### src/sv/ttl_pkg.sv
// Shared package for the TTL key-value table: operation and status codes,
// the table entry layout and the controller/datapath interface structs.
// No dependencies.
`default_nettype none

package ttl_pkg;

  localparam int DEFAULT_ENTRIES = 16;

  localparam logic [2:0] OP_GET = 3'd0;
  localparam logic [2:0] OP_SET = 3'd1;
  localparam logic [2:0] OP_DEL = 3'd2;
  localparam logic [2:0] OP_INC = 3'd3;
  localparam logic [2:0] OP_DEC = 3'd4;

  localparam logic [1:0] ST_FOUND   = 2'd0;
  localparam logic [1:0] ST_MISSING = 2'd1;
  localparam logic [1:0] ST_DONE    = 2'd2;
  localparam logic [1:0] ST_FULL    = 2'd3;

  // One table slot as it is kept in the entry memory.
  typedef struct packed {
    logic        valid;
    logic [31:0] key;
    logic [31:0] value;
    logic [31:0] expiry;
  } entry_t;

  // Commands from the controller to the datapath.
  typedef struct packed {
    logic cnt_clr;
    logic cnt_inc;
    logic clear_wr;
    logic scan_rd;
    logic load_req;
    logic write_back;
    logic load_out;
  } ctl_cmd_t;

  // Status from the datapath to the controller.
  typedef struct packed {
    logic cnt_last;
    logic out_free;
  } dp_status_t;

  function automatic int addr_bits(input int n);
    return (n > 1) ? $clog2(n) : 1;
  endfunction

endpackage

`default_nettype wire

### src/sv/ttl_ram.sv
// Generic simple dual-port RAM: one write port, one read port with a
// registered read. No dependencies.
`default_nettype none

module ttl_ram #(
  parameter int WIDTH = 8,
  parameter int DEPTH = 16
) (
  input  wire logic                                  clk,
  input  wire logic                                  wr_en,
  input  wire logic [ttl_pkg::addr_bits(DEPTH)-1:0]  wr_addr,
  input  wire logic [WIDTH-1:0]                      wr_data,
  input  wire logic                                  rd_en,
  input  wire logic [ttl_pkg::addr_bits(DEPTH)-1:0]  rd_addr,
  output logic      [WIDTH-1:0]                      rd_data
);

  logic [WIDTH-1:0] mem [DEPTH];

  always_ff @(posedge clk) begin
    if (wr_en) begin
      mem[wr_addr] <= wr_data;
    end
    if (rd_en) begin
      rd_data <= mem[rd_addr];
    end
  end

endmodule

`default_nettype wire

### src/sv/ttl_datapath.sv
// Datapath of the TTL key-value table: request registers, slot counter,
// entry memory, scan evaluation, write-back and the output register.
// Depends on ttl_pkg and ttl_ram.
`default_nettype none

module ttl_datapath #(
  parameter int TABLE_ENTRIES = ttl_pkg::DEFAULT_ENTRIES
) (
  input  wire logic                clk,
  input  wire logic                rst,
  input  wire ttl_pkg::ctl_cmd_t   cmd,
  output ttl_pkg::dp_status_t      sts,
  input  wire logic [2:0]          operation,
  input  wire logic [31:0]         current_time,
  input  wire logic signed [31:0]  key,
  input  wire logic signed [31:0]  value_or_delta,
  input  wire logic signed [31:0]  ttl,
  output logic                     out_valid,
  input  wire logic                out_stall,
  output logic [1:0]               status,
  output logic signed [31:0]       value
);

  localparam int AW = ttl_pkg::addr_bits(TABLE_ENTRIES);
  localparam logic [AW-1:0] LAST_ADDR = AW'(TABLE_ENTRIES - 1);

  logic [2:0]  req_op;
  logic [31:0] req_time;
  logic [31:0] req_key;
  logic [31:0] req_val;
  logic [31:0] req_ttl;

  logic [AW-1:0] addr;
  logic          rd_valid_q;
  logic [AW-1:0] rd_addr_q;

  logic          found;
  logic [AW-1:0] found_addr;
  logic [31:0]   found_value;
  logic [31:0]   found_expiry;
  logic          free_found;
  logic [AW-1:0] free_addr;

  logic                     wr_en;
  logic [AW-1:0]            wr_addr;
  ttl_pkg::entry_t          wr_entry;
  logic [$bits(ttl_pkg::entry_t)-1:0] rd_data;
  ttl_pkg::entry_t          rd_entry;

  logic        live;
  logic        hit;
  logic        vacant;
  logic        ttl_pos;
  logic [32:0] expiry_sum;
  logic [31:0] set_expiry;
  logic [31:0] upd_value;

  logic            wb_en;
  logic [AW-1:0]   wb_addr;
  ttl_pkg::entry_t wb_entry;
  logic [1:0]      res_status;
  logic [31:0]     res_value;

  ttl_ram #(
    .WIDTH($bits(ttl_pkg::entry_t)),
    .DEPTH(TABLE_ENTRIES)
  ) u_entries (
    .clk     (clk),
    .wr_en   (wr_en),
    .wr_addr (wr_addr),
    .wr_data (wr_entry),
    .rd_en   (cmd.scan_rd),
    .rd_addr (addr),
    .rd_data (rd_data)
  );

  always_ff @(posedge clk) begin
    if (cmd.load_req) begin
      req_op   <= operation;
      req_time <= current_time;
      req_key  <= key;
      req_val  <= value_or_delta;
      req_ttl  <= ttl;
    end
  end

  always_ff @(posedge clk) begin
    if (rst) begin
      addr       <= '0;
      rd_valid_q <= 1'b0;
    end else begin
      if (cmd.cnt_clr) begin
        addr <= '0;
      end else if (cmd.cnt_inc) begin
        addr <= addr + AW'(1);
      end
      rd_valid_q <= cmd.scan_rd;
    end
  end

  always_ff @(posedge clk) begin
    rd_addr_q <= addr;
  end

  // Entry evaluation on the read data of the previous scan cycle.
  assign rd_entry = ttl_pkg::entry_t'(rd_data);
  assign live     = rd_entry.valid &&
                    (rd_entry.expiry == 32'd0 || rd_entry.expiry >= req_time);
  assign hit      = rd_valid_q && live && (rd_entry.key == req_key);
  assign vacant   = rd_valid_q && !live;

  // The first live match and the first slot that is not live are kept.
  always_ff @(posedge clk) begin
    if (rst || cmd.load_req) begin
      found      <= 1'b0;
      free_found <= 1'b0;
    end else begin
      if (hit && !found) begin
        found <= 1'b1;
      end
      if (vacant && !free_found) begin
        free_found <= 1'b1;
      end
    end
  end

  always_ff @(posedge clk) begin
    if (hit && !found) begin
      found_addr   <= rd_addr_q;
      found_value  <= rd_entry.value;
      found_expiry <= rd_entry.expiry;
    end
    if (vacant && !free_found) begin
      free_addr <= rd_addr_q;
    end
  end

  // Expiry is time + ttl - 1, saturated; a ttl of zero or less never expires.
  assign ttl_pos    = !req_ttl[31] && (req_ttl != 32'd0);
  assign expiry_sum = {1'b0, req_time} + {1'b0, req_ttl - 32'd1};
  always_comb begin
    if (!ttl_pos) begin
      set_expiry = 32'd0;
    end else if (expiry_sum[32]) begin
      set_expiry = '1;
    end else begin
      set_expiry = expiry_sum[31:0];
    end
  end

  assign upd_value = (req_op == ttl_pkg::OP_INC) ? found_value + req_val
                                                 : found_value - req_val;

  always_comb begin
    wb_en      = 1'b0;
    wb_addr    = found_addr;
    wb_entry   = '{valid: 1'b1, key: req_key, value: req_val, expiry: set_expiry};
    res_status = ttl_pkg::ST_MISSING;
    res_value  = 32'd0;
    unique case (req_op)
      ttl_pkg::OP_GET: begin
        if (found) begin
          res_status = ttl_pkg::ST_FOUND;
          res_value  = found_value;
        end
      end
      ttl_pkg::OP_SET: begin
        if (found || free_found) begin
          wb_en      = 1'b1;
          wb_addr    = found ? found_addr : free_addr;
          res_status = ttl_pkg::ST_DONE;
          res_value  = req_val;
        end else begin
          res_status = ttl_pkg::ST_FULL;
        end
      end
      ttl_pkg::OP_DEL: begin
        if (found) begin
          res_status = ttl_pkg::ST_DONE;
        end
      end
      ttl_pkg::OP_INC, ttl_pkg::OP_DEC: begin
        if (found) begin
          wb_en      = 1'b1;
          wb_entry   = '{valid: 1'b1, key: req_key, value: upd_value,
                         expiry: found_expiry};
          res_status = ttl_pkg::ST_FOUND;
          res_value  = upd_value;
        end
      end
      default: begin
        res_status = ttl_pkg::ST_MISSING;
      end
    endcase
  end

  // Memory write port: clearing pass, delete during the scan, write-back.
  always_comb begin
    wr_en    = 1'b0;
    wr_addr  = addr;
    wr_entry = '0;
    priority if (cmd.clear_wr) begin
      wr_en = 1'b1;
    end else if (hit && req_op == ttl_pkg::OP_DEL) begin
      wr_en   = 1'b1;
      wr_addr = rd_addr_q;
    end else if (cmd.write_back && wb_en) begin
      wr_en    = 1'b1;
      wr_addr  = wb_addr;
      wr_entry = wb_entry;
    end else begin
      wr_en = 1'b0;
    end
  end

  always_ff @(posedge clk) begin
    if (rst) begin
      out_valid <= 1'b0;
    end else if (cmd.load_out) begin
      out_valid <= 1'b1;
    end else if (!out_stall) begin
      out_valid <= 1'b0;
    end
  end

  always_ff @(posedge clk) begin
    if (cmd.load_out) begin
      status <= res_status;
      value  <= res_value;
    end
  end

  assign sts.cnt_last = (addr == LAST_ADDR);
  assign sts.out_free = !out_valid || !out_stall;

endmodule

`default_nettype wire

### src/sv/ttl_controller.sv
// Controller state machine of the TTL key-value table: clearing pass,
// request intake, slot scan, write-back and result hand-off.
// Depends on ttl_pkg.
`default_nettype none

module ttl_controller (
  input  wire logic                 clk,
  input  wire logic                 rst,
  input  wire logic                 in_valid,
  output logic                      in_stall,
  input  wire ttl_pkg::dp_status_t  sts,
  output ttl_pkg::ctl_cmd_t         cmd
);

  localparam logic [2:0] S_CLEAR = 3'd0;
  localparam logic [2:0] S_IDLE  = 3'd1;
  localparam logic [2:0] S_SCAN  = 3'd2;
  localparam logic [2:0] S_DRAIN = 3'd3;
  localparam logic [2:0] S_WRITE = 3'd4;
  localparam logic [2:0] S_DONE  = 3'd5;

  logic [2:0] state;
  logic [2:0] state_next;

  always_ff @(posedge clk) begin
    if (rst) begin
      state <= S_CLEAR;
    end else begin
      state <= state_next;
    end
  end

  assign in_stall = (state != S_IDLE);

  always_comb begin
    state_next = state;
    cmd        = '0;
    unique case (state)
      S_CLEAR: begin
        cmd.clear_wr = 1'b1;
        cmd.cnt_inc  = 1'b1;
        if (sts.cnt_last) begin
          cmd.cnt_clr = 1'b1;
          state_next  = S_IDLE;
        end
      end
      S_IDLE: begin
        if (in_valid) begin
          cmd.load_req = 1'b1;
          cmd.cnt_clr  = 1'b1;
          state_next   = S_SCAN;
        end
      end
      S_SCAN: begin
        cmd.scan_rd = 1'b1;
        cmd.cnt_inc = 1'b1;
        if (sts.cnt_last) begin
          cmd.cnt_clr = 1'b1;
          state_next  = S_DRAIN;
        end
      end
      S_DRAIN: begin
        state_next = S_WRITE;
      end
      S_WRITE: begin
        cmd.write_back = 1'b1;
        if (sts.out_free) begin
          cmd.load_out = 1'b1;
          state_next   = S_IDLE;
        end else begin
          state_next = S_DONE;
        end
      end
      S_DONE: begin
        if (sts.out_free) begin
          cmd.load_out = 1'b1;
          state_next   = S_IDLE;
        end
      end
      default: begin
        state_next = S_CLEAR;
      end
    endcase
  end

`ifndef SYNTH
  a_accept_starts_scan: assert property (@(posedge clk) disable iff (rst)
    (state == S_IDLE && in_valid) |=> (state == S_SCAN))
    else $error("accepted request did not start a scan");

  a_scan_ends_in_drain: assert property (@(posedge clk) disable iff (rst)
    (state == S_SCAN && sts.cnt_last) |=> (state == S_DRAIN && !cmd.scan_rd))
    else $error("scan did not stop after the last slot");

  a_load_only_when_free: assert property (@(posedge clk) disable iff (rst)
    cmd.load_out |-> (sts.out_free && (state == S_WRITE || state == S_DONE)))
    else $error("result loaded while the output register was occupied");

  a_write_back_once: assert property (@(posedge clk) disable iff (rst)
    cmd.write_back |=> !cmd.write_back)
    else $error("write-back issued twice for one request");
`endif

endmodule

`default_nettype wire

### src/sv/ttl_key_value_table.sv
// Flow: a request accepted in the idle state scans every slot, passes the drain state and
// loads its result in the write-back state, or waits in the done state while the output
// register is occupied. Requests are taken one at a time, as each scan walks the single
// read port of the entry memory one slot per cycle. Reset: synchronous, active high;
// afterward a clearing pass marks every slot empty, and no request is taken until it ends.
`default_nettype none

// The table keeps TABLE_ENTRIES slots in one memory, each slot holding a
// valid flag, key, value and expiry time. Every request first scans all
// slots in order. During the scan the datapath remembers the lowest slot
// that is live and matches the key, and the lowest slot that is not live.
// A slot is live while it is valid and its expiry is zero or not below the
// request's time, so expiry is checked lazily and stale slots are reused.
//
// Delete clears every live match while the scan passes over it. Set,
// increment and decrement write the chosen slot back after the scan, and
// the result beat then goes into an output register, so the next
// request can be taken while that beat still waits for the consumer.
//
// The controller and the datapath are separate modules; they talk only
// through a command struct and a status struct.

module ttl_key_value_table #(
  parameter int TABLE_ENTRIES = ttl_pkg::DEFAULT_ENTRIES
) (
  input  wire logic               clk,
  input  wire logic               rst,
  input  wire logic               in_valid,
  output logic                    in_stall,
  input  wire logic [2:0]         operation,
  input  wire logic [31:0]        current_time,
  input  wire logic signed [31:0] key,
  input  wire logic signed [31:0] value_or_delta,
  input  wire logic signed [31:0] ttl,
  output logic                    out_valid,
  input  wire logic               out_stall,
  output logic [1:0]              status,
  output logic signed [31:0]      value
);

  ttl_pkg::ctl_cmd_t   cmd;
  ttl_pkg::dp_status_t sts;

  // Sequencing: clearing pass, intake, scan, write-back, result hand-off.
  ttl_controller u_ctrl (
    .clk      (clk),
    .rst      (rst),
    .in_valid (in_valid),
    .in_stall (in_stall),
    .sts      (sts),
    .cmd      (cmd)
  );

  // Request registers, entry memory, slot evaluation and output register.
  ttl_datapath #(
    .TABLE_ENTRIES(TABLE_ENTRIES)
  ) u_dp (
    .clk            (clk),
    .rst            (rst),
    .cmd            (cmd),
    .sts            (sts),
    .operation      (operation),
    .current_time   (current_time),
    .key            (key),
    .value_or_delta (value_or_delta),
    .ttl            (ttl),
    .out_valid      (out_valid),
    .out_stall      (out_stall),
    .status         (status),
    .value          (value)
  );

endmodule

`default_nettype wire

### config.mk
export PLATFORM = sky130hd
export DESIGN_NAME = ttl_key_value_table
export DESIGN_NICKNAME = d
export VERILOG_FILES = /design/src/sv/ttl_pkg.sv /design/src/sv/ttl_ram.sv /design/src/sv/ttl_datapath.sv /design/src/sv/ttl_controller.sv /design/src/sv/ttl_key_value_table.sv
export SDC_FILE = /design/constraint.sdc
export NUM_CORES = 2
export LEC_CHECK = 0
export ABC_CLOCK_PERIOD_IN_PS = 19200
export BUFFER_PORTS_ARGS = -buffer_cell sky130_fd_sc_hd__buf_2
export CORE_MARGIN = 2
export CORE_UTILIZATION = 35
export DETAILED_ROUTE_END_ITERATION = 6
export GPL_TIMING_DRIVEN = 0
export SETUP_SLACK_MARGIN = 0.02
export SKIP_CTS_REPAIR_TIMING = 1
export SYNTH_ARGS = -nofsm -noshare
export SYNTH_HDL_FRONTEND = slang
export SYNTH_SLANG_ARGS = --single-unit
### constraint.sdc
create_clock -name clk -period 19.2 [get_ports clk]
set_input_delay 0.96 -clock clk [delete_from_list [all_inputs] [get_ports clk]]
set_output_delay 0.96 -clock clk [all_outputs]
set_load 0.05 [all_outputs]
[Word-level counts from Yosys, hierarchy flattened]
Memories as Yosys holds them, arrays and structs flattened. A register that Yosys moved wholly into a read port is not among the register bits.
Index checks and enable logic that the tools add are counted.
Storage, ports and cells
  bits of input ports: 135
  bits in writable memories: 1552
  memories kept: 1
  register bits: 252
  output and inout bits: 36
Cells by class
  equality and inequality tests: 17
  order comparisons: 1
  reduce and logical (&&, ||, !) cells: 29
  add/sub/neg operators: 5
  muxes and demuxes: 48
Memory list
  u_dp.u_entries.mem: depth 16, bits a word 97, rd ports 1, clocked after Yosys merged registers in 1, wr ports 1, line ttl_ram.sv:18  | logic [WIDTH-1:0] mem [DEPTH];
Operators by type and width (count)
  97-bit two-way mux: 3
  32-bit two-way mux: 6
  64-bit two-way mux: 2
  32-bit one-hot mux with 3 select lines: 1
  32-bit by 32-bit adder with 33-bit output: 1
  32-bit adder: 1
  32-bit equality test: 1
  32-bit >= comparator: 1
  32-bit logical NOT: 1
  32-bit nonzero test: 1
  32-bit by 1-bit subtractor with 32-bit output (second input constant): 1
  32-bit subtractor: 1
  4-bit two-way mux: 6
  1-bit two-way mux: 20
  3-bit one-hot mux with 6 select lines: 1
  3-bit two-way mux: 5
  3-bit by 2-bit equality test with 1-bit output (second input constant): 4
  3-bit equality test (second input constant): 3
  1-bit logical AND: 9
  2-bit inequality test (second input constant): 4
  2-bit OR reduction: 4
  3-bit by 1-bit equality test with 1-bit output (second input constant): 2
  1-bit logical NOT: 6
  3-bit logical NOT: 2
  other kinds (10): 14

[Depth between registers and ports, before layout]
  depth after elaboration: 10
  depth in mapped cells: 19
  depth with buffers taken out: 18

[Hierarchy]
Synthesis repeated with hierarchy kept, for this count alone.
Unflattened totals
  cells, all modules: 3955
  area, all modules: 76094.2 um^2
Modules (own cells, without submodules)
  ttl_ram: seq. area each 49517.5 um^2, instances 1, cells an instance 2484, area each 60825.8 um^2
  ttl_datapath: seq. area each 7357.1 um^2, instances 1, cells an instance 1445, area each 15068.2 um^2
  ttl_controller: seq. area each 60.1 um^2, instances 1, cells an instance 26, area each 200.2 um^2

[Least setup slack after synthesis]
No wires, ideal clock.
  path type: register to register
  from: reg u_dp.u_entries.rd_data[13] (read register of u_dp.u_entries.mem)
  to: mem u_dp.u_entries.mem[1][0] in the netlist's numbering (enable)
  setup time: 0.554 ns
  cell stages (with the launch flop): 11
  buffers on the path: 0
  required time: 18.646 ns
  data arrival time: 6.645 ns
  slack: 12.001 ns
  cells stage by stage: edfxtp_1 ha_1 and4_1 nand3_1 or3_1 o221a_2 o221ai_1 and2_1 mux2i_1 nand3_1 nor2_1
On the way
  cells in the longest elaborated chain, start to end: 10
Ends and longest elaborated chain
  start, declared: line ttl_ram.sv:15  | output logic [WIDTH-1:0] rd_data
  32-bit >= comparator or 32-bit logical NOT (tied branches): line ttl_datapath.sv:108  | (rd_entry.expiry == 32'd0 || rd_entry.expiry >= req_time);
  1-bit logical OR *: line ttl_datapath.sv:108
  1-bit logical AND *: line ttl_datapath.sv:107  | assign live = rd_entry.valid &&
  1-bit logical AND * (2 in series): line ttl_datapath.sv:109  | assign hit = rd_valid_q && live && (rd_entry.key == req_key);
  1-bit logical AND *: line ttl_datapath.sv:204  | end else if (hit && req_op == ttl_pkg::OP_DEL) begin
  1-bit two-way mux: line ttl_datapath.sv:204
  1-bit two-way mux: line ttl_datapath.sv:202  | priority if (cmd.clear_wr) begin
  1-bit two-way mux: line ttl_ram.sv:21  | if (wr_en) begin
  1-bit two-way mux (implied by the code): line ttl_ram.sv:22  | mem[wr_addr] <= wr_data;
  end, declared: line ttl_ram.sv:18
Every way passes the cells marked *; elsewhere a longest branch is shown, timed or not.

[Final worst setup path]
  from: reg u_dp.req_ttl[3]
  to: mem u_dp.u_entries.mem[7][12] in the netlist's numbering, data pin
On the way
  cells in the longest elaborated chain, start to end: 9
Ends and longest elaborated chain
  start, declared: line ttl_datapath.sv:31  | logic [31:0] req_ttl;
  start signal, assigned: line ttl_datapath.sv:83  | req_ttl <= ttl;
  32-bit by 1-bit subtractor with 32-bit output: line ttl_datapath.sv:140  | assign expiry_sum = {1'b0, req_time} + {1'b0, req_ttl - 32'd1};
  32-bit by 32-bit adder with 33-bit output: line ttl_datapath.sv:140
  32-bit two-way mux: line ttl_datapath.sv:144  | end else if (expiry_sum[32]) begin
  32-bit two-way mux *: line ttl_datapath.sv:142  | if (!ttl_pos) begin
  64-bit two-way mux: line ttl_datapath.sv:183  | if (found) begin
  64-bit two-way mux *: line ttl_datapath.sv:160  | unique case (req_op)
  97-bit two-way mux *: line ttl_datapath.sv:207  | end else if (cmd.write_back && wb_en) begin
  97-bit two-way mux *: line ttl_datapath.sv:204
  97-bit two-way mux *: line ttl_datapath.sv:202
  via u_dp.u_entries.wr_data[12]: line ttl_ram.sv:12  | input wire logic [WIDTH-1:0] wr_data,
The timed path passes the listed nets; every way through them passes the cells marked *.

==> impl_metrics.tcl <==
set metrics [dict create \
    area_growth_pct 16.5 \
    min_period_over_period_pct 33.9 \
    cp_cell_sequence "nor4_1, nand4b_1, or2_2, or3_1, xnor2_1, ha_1, a21oi_1, o21ai_0, o21ba_2, o2111ai_1, nand2_1, a31oi_1, nor2_1, clkbuf_1, clkbuf_1, nor2_1, o2bb2ai_1" \
    antenna_found_initial 7 \
    routabilityCongestion 0.857 \
    layout.cells.non_filler 7156 \
    initial_core_util_pct 35.1 \
    ys.flop_type "edfxtp_1" \
    reg2reg_depth 17 \
    rr_startpoint "u_dp.req_ttl[3]" \
    hp-start "key[1]" \
    ir_drop_mv 0.0867 \
    internal_power_w 0.00663 \
    ys_warn_count 0 \
    htreeDepth 4 \
    die_h_um 471 \
    hold_violations 0 \
    grt_setup_unrepaired "false" \
    hold_slack_ns 0.288 \
    syn_nets 3942 \
    p_seq_share_pct 54.2 \
    final_cell_mix "1886 x edfxtp_1, 485 x mux4_2, 183 x clkbuf_16" \
    ff2ff_setup_slack_ns 12.69 \
    dieArea_um2 221000 \
    cap_violations 0 \
    critical_path.max_fanout 16 \
    antenna_left 0 \
    syn_area_um2 76200 \
    drtIter0Drc 4841 \
    grt_max_degree 65 \
    worst_pin_slew_ns 1.43 \
    arrival_ns 6.98 \
    cts_sinks 1901 \
    cts_tree "yes" \
    setup_tns_ns 0 \
    ys_ff_latch 1901 \
    slew_headroom_pct 4.90 \
    port_buffers 170 \
    ctsRootBufferMaster "clkbuf_16" \
    synth_area_leaders "edfxtp_1 74%, mux4_2 14%, ha_1 1.7%, xnor2_1 0.93%, nand2_1 0.79%" \
    cts_made_buffers 182 \
    synthDominantCellAreaShare_pct 74.3 \
    clkPwrFrac_pct 41.7 \
    outcome "completed" \
    r2r_end "u_dp.u_entries.mem[7][12]" \
    clock_path_buffers 3 \
    switching_share_pct 21.1 \
    critical_path_class "reg -> reg" \
    dieWidth_um 471 \
    grt_pass1_wl_um 281000 \
    max_freq_mhz 154 \
    grt_pass1_vias 39400 \
    yosysTopAreaCell "edfxtp_1" \
    viasPerCell 5.44 \
    hpwl_um 128000 \
    p_leak_nw 31.6 \
    clock_latency_ns 0.84 \
    fin_crit_ns 6.51 \
    synth-async-reset-ratio_pct 0 \
    combPwrFrac_pct 4.1 \
    io_pins 171 \
    drc_errors 0 \
    max_stage_delay_ns 0.90 \
    dr.pass1.iters 6 \
    drv_slew 0 \
    final_nets 4395 \
    setup_viol 0 \
    cts.clk_slew.worst_paths_ns 0.06 \
    skew_ns 0.0541 \
    crit_slowest_cell "o2bb2ai_1" \
    coreArea_um2 217000 \
    fin_util_pct 41.0 \
    grtUsageTotal_pct 17.5 \
    layout_commonest_cell "edfxtp_1" \
    synth-edff-count 1886 \
    num_rows 171 \
    startpoint_type "register" \
    synthCells 3701 \
    critPathRequiredTime_ns 19.67 \
    cp-end-kind "register" \
    p_per_area_nw_per_um2 94.6 \
    routed_wl_um 196000 \
    via_count 38900 \
    hold_end "u_dp.req_key[1]" \
    synth-seq-area-share_pct 74.7 \
    avgRoutedWirePerCell_um 27.4 \
    place_inst 6823 \
    hold_class "in -> reg" \
    synthDistinctLibCells 80 \
    power.switching_w 0.00177 \
    hold_depth 1 \
    overflow 0 \
    final_layout_size_suffix_gt1_share_pct 24.6 \
    syn_area_per_cell_um2 20.6 \
]
## power by group through the flow
| stage | Combinational, W | Sequential (W) | Clock [W] |
|---|---|---|---|
| 2_1_floorplan | 0.000209 | 0.00464 | 0 |
| 3_3_place_gp | 0.000333 | 0.00465 | 0 |
| 3_5_place_dp | 0.000351 | 0.00464 | 0 |
| 4_1_cts | 0.000353 | 0.00455 | 0.00357 |
| 5_1_grt | 0.000363 | 0.00455 | 0.00373 |
| 6_report | 0.000344 | 0.00455 | 0.00350 |
## synthesized netlist by cell type, types with 4 or more instances
cell         n
mux2i_1      9
nand2_1    161
nand3_1     33
xor2_1      52
nand3b_1    12
nand4_1     21
a31oi_1     14
a21o_1      42
dfxtp_1     15
o41ai_1      5
nor3b_1      5
clkbuf_1   106
mux4_2     485
nor2b_1     12
o31ai_1      5
a21oi_1     87
inv_1       58
edfxtp_1  1886
o21bai_1     8
a22oi_1     29
nor4_1      23
and3b_1      6
or3_1       13
and3_1      10
o21ai_1     24
o21a_1      11
a41oi_1      5
o211ai_1     5
and2_1      41
nor2_1     100
nand2b_1    16
ha_1       104
or2_2        4
xnor2_1     81
buf_1       42
or4_1        5
nor3_1      28
o21ai_0     46
a211oi_1    14
a221o_1     10
and4_1       7
## flip-flops by register name, summed over array words and instances (netlist names)
register / count
u_dp.req_time: 32
u_dp.value: 32
u_dp.addr: 4
u_dp.found_addr: 4
u_dp.free_found: 1
u_dp.req_ttl: 32
u_dp.free_addr: 4
u_dp.rd_addr_q: 4
u_dp.req_val: 32
u_dp.found: 1
u_dp.status: 2
u_dp.rd_valid_q: 1
u_dp.req_op: 3
u_dp.found_expiry: 32
u_dp.out_valid: 1
u_ctrl.state: 3
u_dp.found_value: 32
u_dp.req_key: 32
u_dp.u_entries.rd_data: 97
u_dp.u_entries.mem: 1552
## routing by layer
layer  GRT usage (%)  vias up  share of wire [%]
li1                -    16300                  -
met1            24.8    20800                 43
met2            28.0     1582                 48
met3            2.99      249                7.4
met4            4.34        0                2.0
met5               0        -                  0
## critical path, delay by kind of cell (launching register included)
family,cells,cell delay [ns]
xor+xnor,1,0.17
fa+ha+maj,1,0.29
compound gates,6,1.82
buf+inv,2,0.98
flops,1,0.44
simple gates,7,2.42
## layout make-up
| type | count | area [µm²] |
|---|---|---|
| Clock buffer | 240 | 4860 |
| Sequential cell | 1901 | 56900 |
| Buffer | 154 | 606 |
| Antenna cell | 3 | 7.51 |
| Inverter | 58 | 218 |
| Timing Repair Buffer | 269 | 3060 |
| Tap cell | 2854 | 3570 |
| Fill cell | 18900 | 128000 |
| Multi-Input combinational cell | 1588 | 18600 |
| Clock inverter | 89 | 927 |
## kinds of logic (layout without fill, tap and decap cells)
| family | count (synthesis) | after routing | share of synthesized area, % |
|---|---|---|---|
| flip-flops | 1901 | 1901 | 74.7 |
| AO/OA/AOI/OAI | 335 | 335 | 2.90 |
| adder cells (fa/ha/maj) | 106 | 106 | 1.76 |
| AND/OR/NAND/NOR | 519 | 519 | 3.52 |
| other | 0 | 3 | 0 |
| XOR/XNOR | 133 | 133 | 1.53 |
| buffers and inverters | 212 | 810 | 1.08 |
| multiplexers | 495 | 495 | 14.5 |
## through the flow
step	area (µm²)	total power, W	worst slack (ns)
global placement	80600	0.00499	3.76
detailed placement	83000	0.00499	12.63
global route	88800	0.00864	12.27
finish	88800	0.00840	12.69
CTS	88800	0.00847	12.61
floorplan	76200	0.00485	12.00
## how the worst max path moves through the flow
stage / cells after the start / slack, ns / end / from
final: 17 / 12.69 / u_dp.u_entries.mem[7][12] / u_dp.req_ttl[3]
after global routing: 11 / 12.27 / u_dp.u_entries.mem[3][57] / u_dp.req_op[1]
after CTS: 15 / 12.61 / u_dp.u_entries.mem[0][75] / u_dp.req_op[1]
after detailed placement: 15 / 12.63 / u_dp.u_entries.mem[0][79] / u_dp.req_op[1]
after global placement: 12 / 3.76 / u_dp.u_entries.mem[13][81] / u_dp.req_op[1]
after floorplan: 10 / 12.00 / u_dp.u_entries.mem[1][0] / u_dp.u_entries.rd_data[13]
Power figures use the tool's default switching activity.
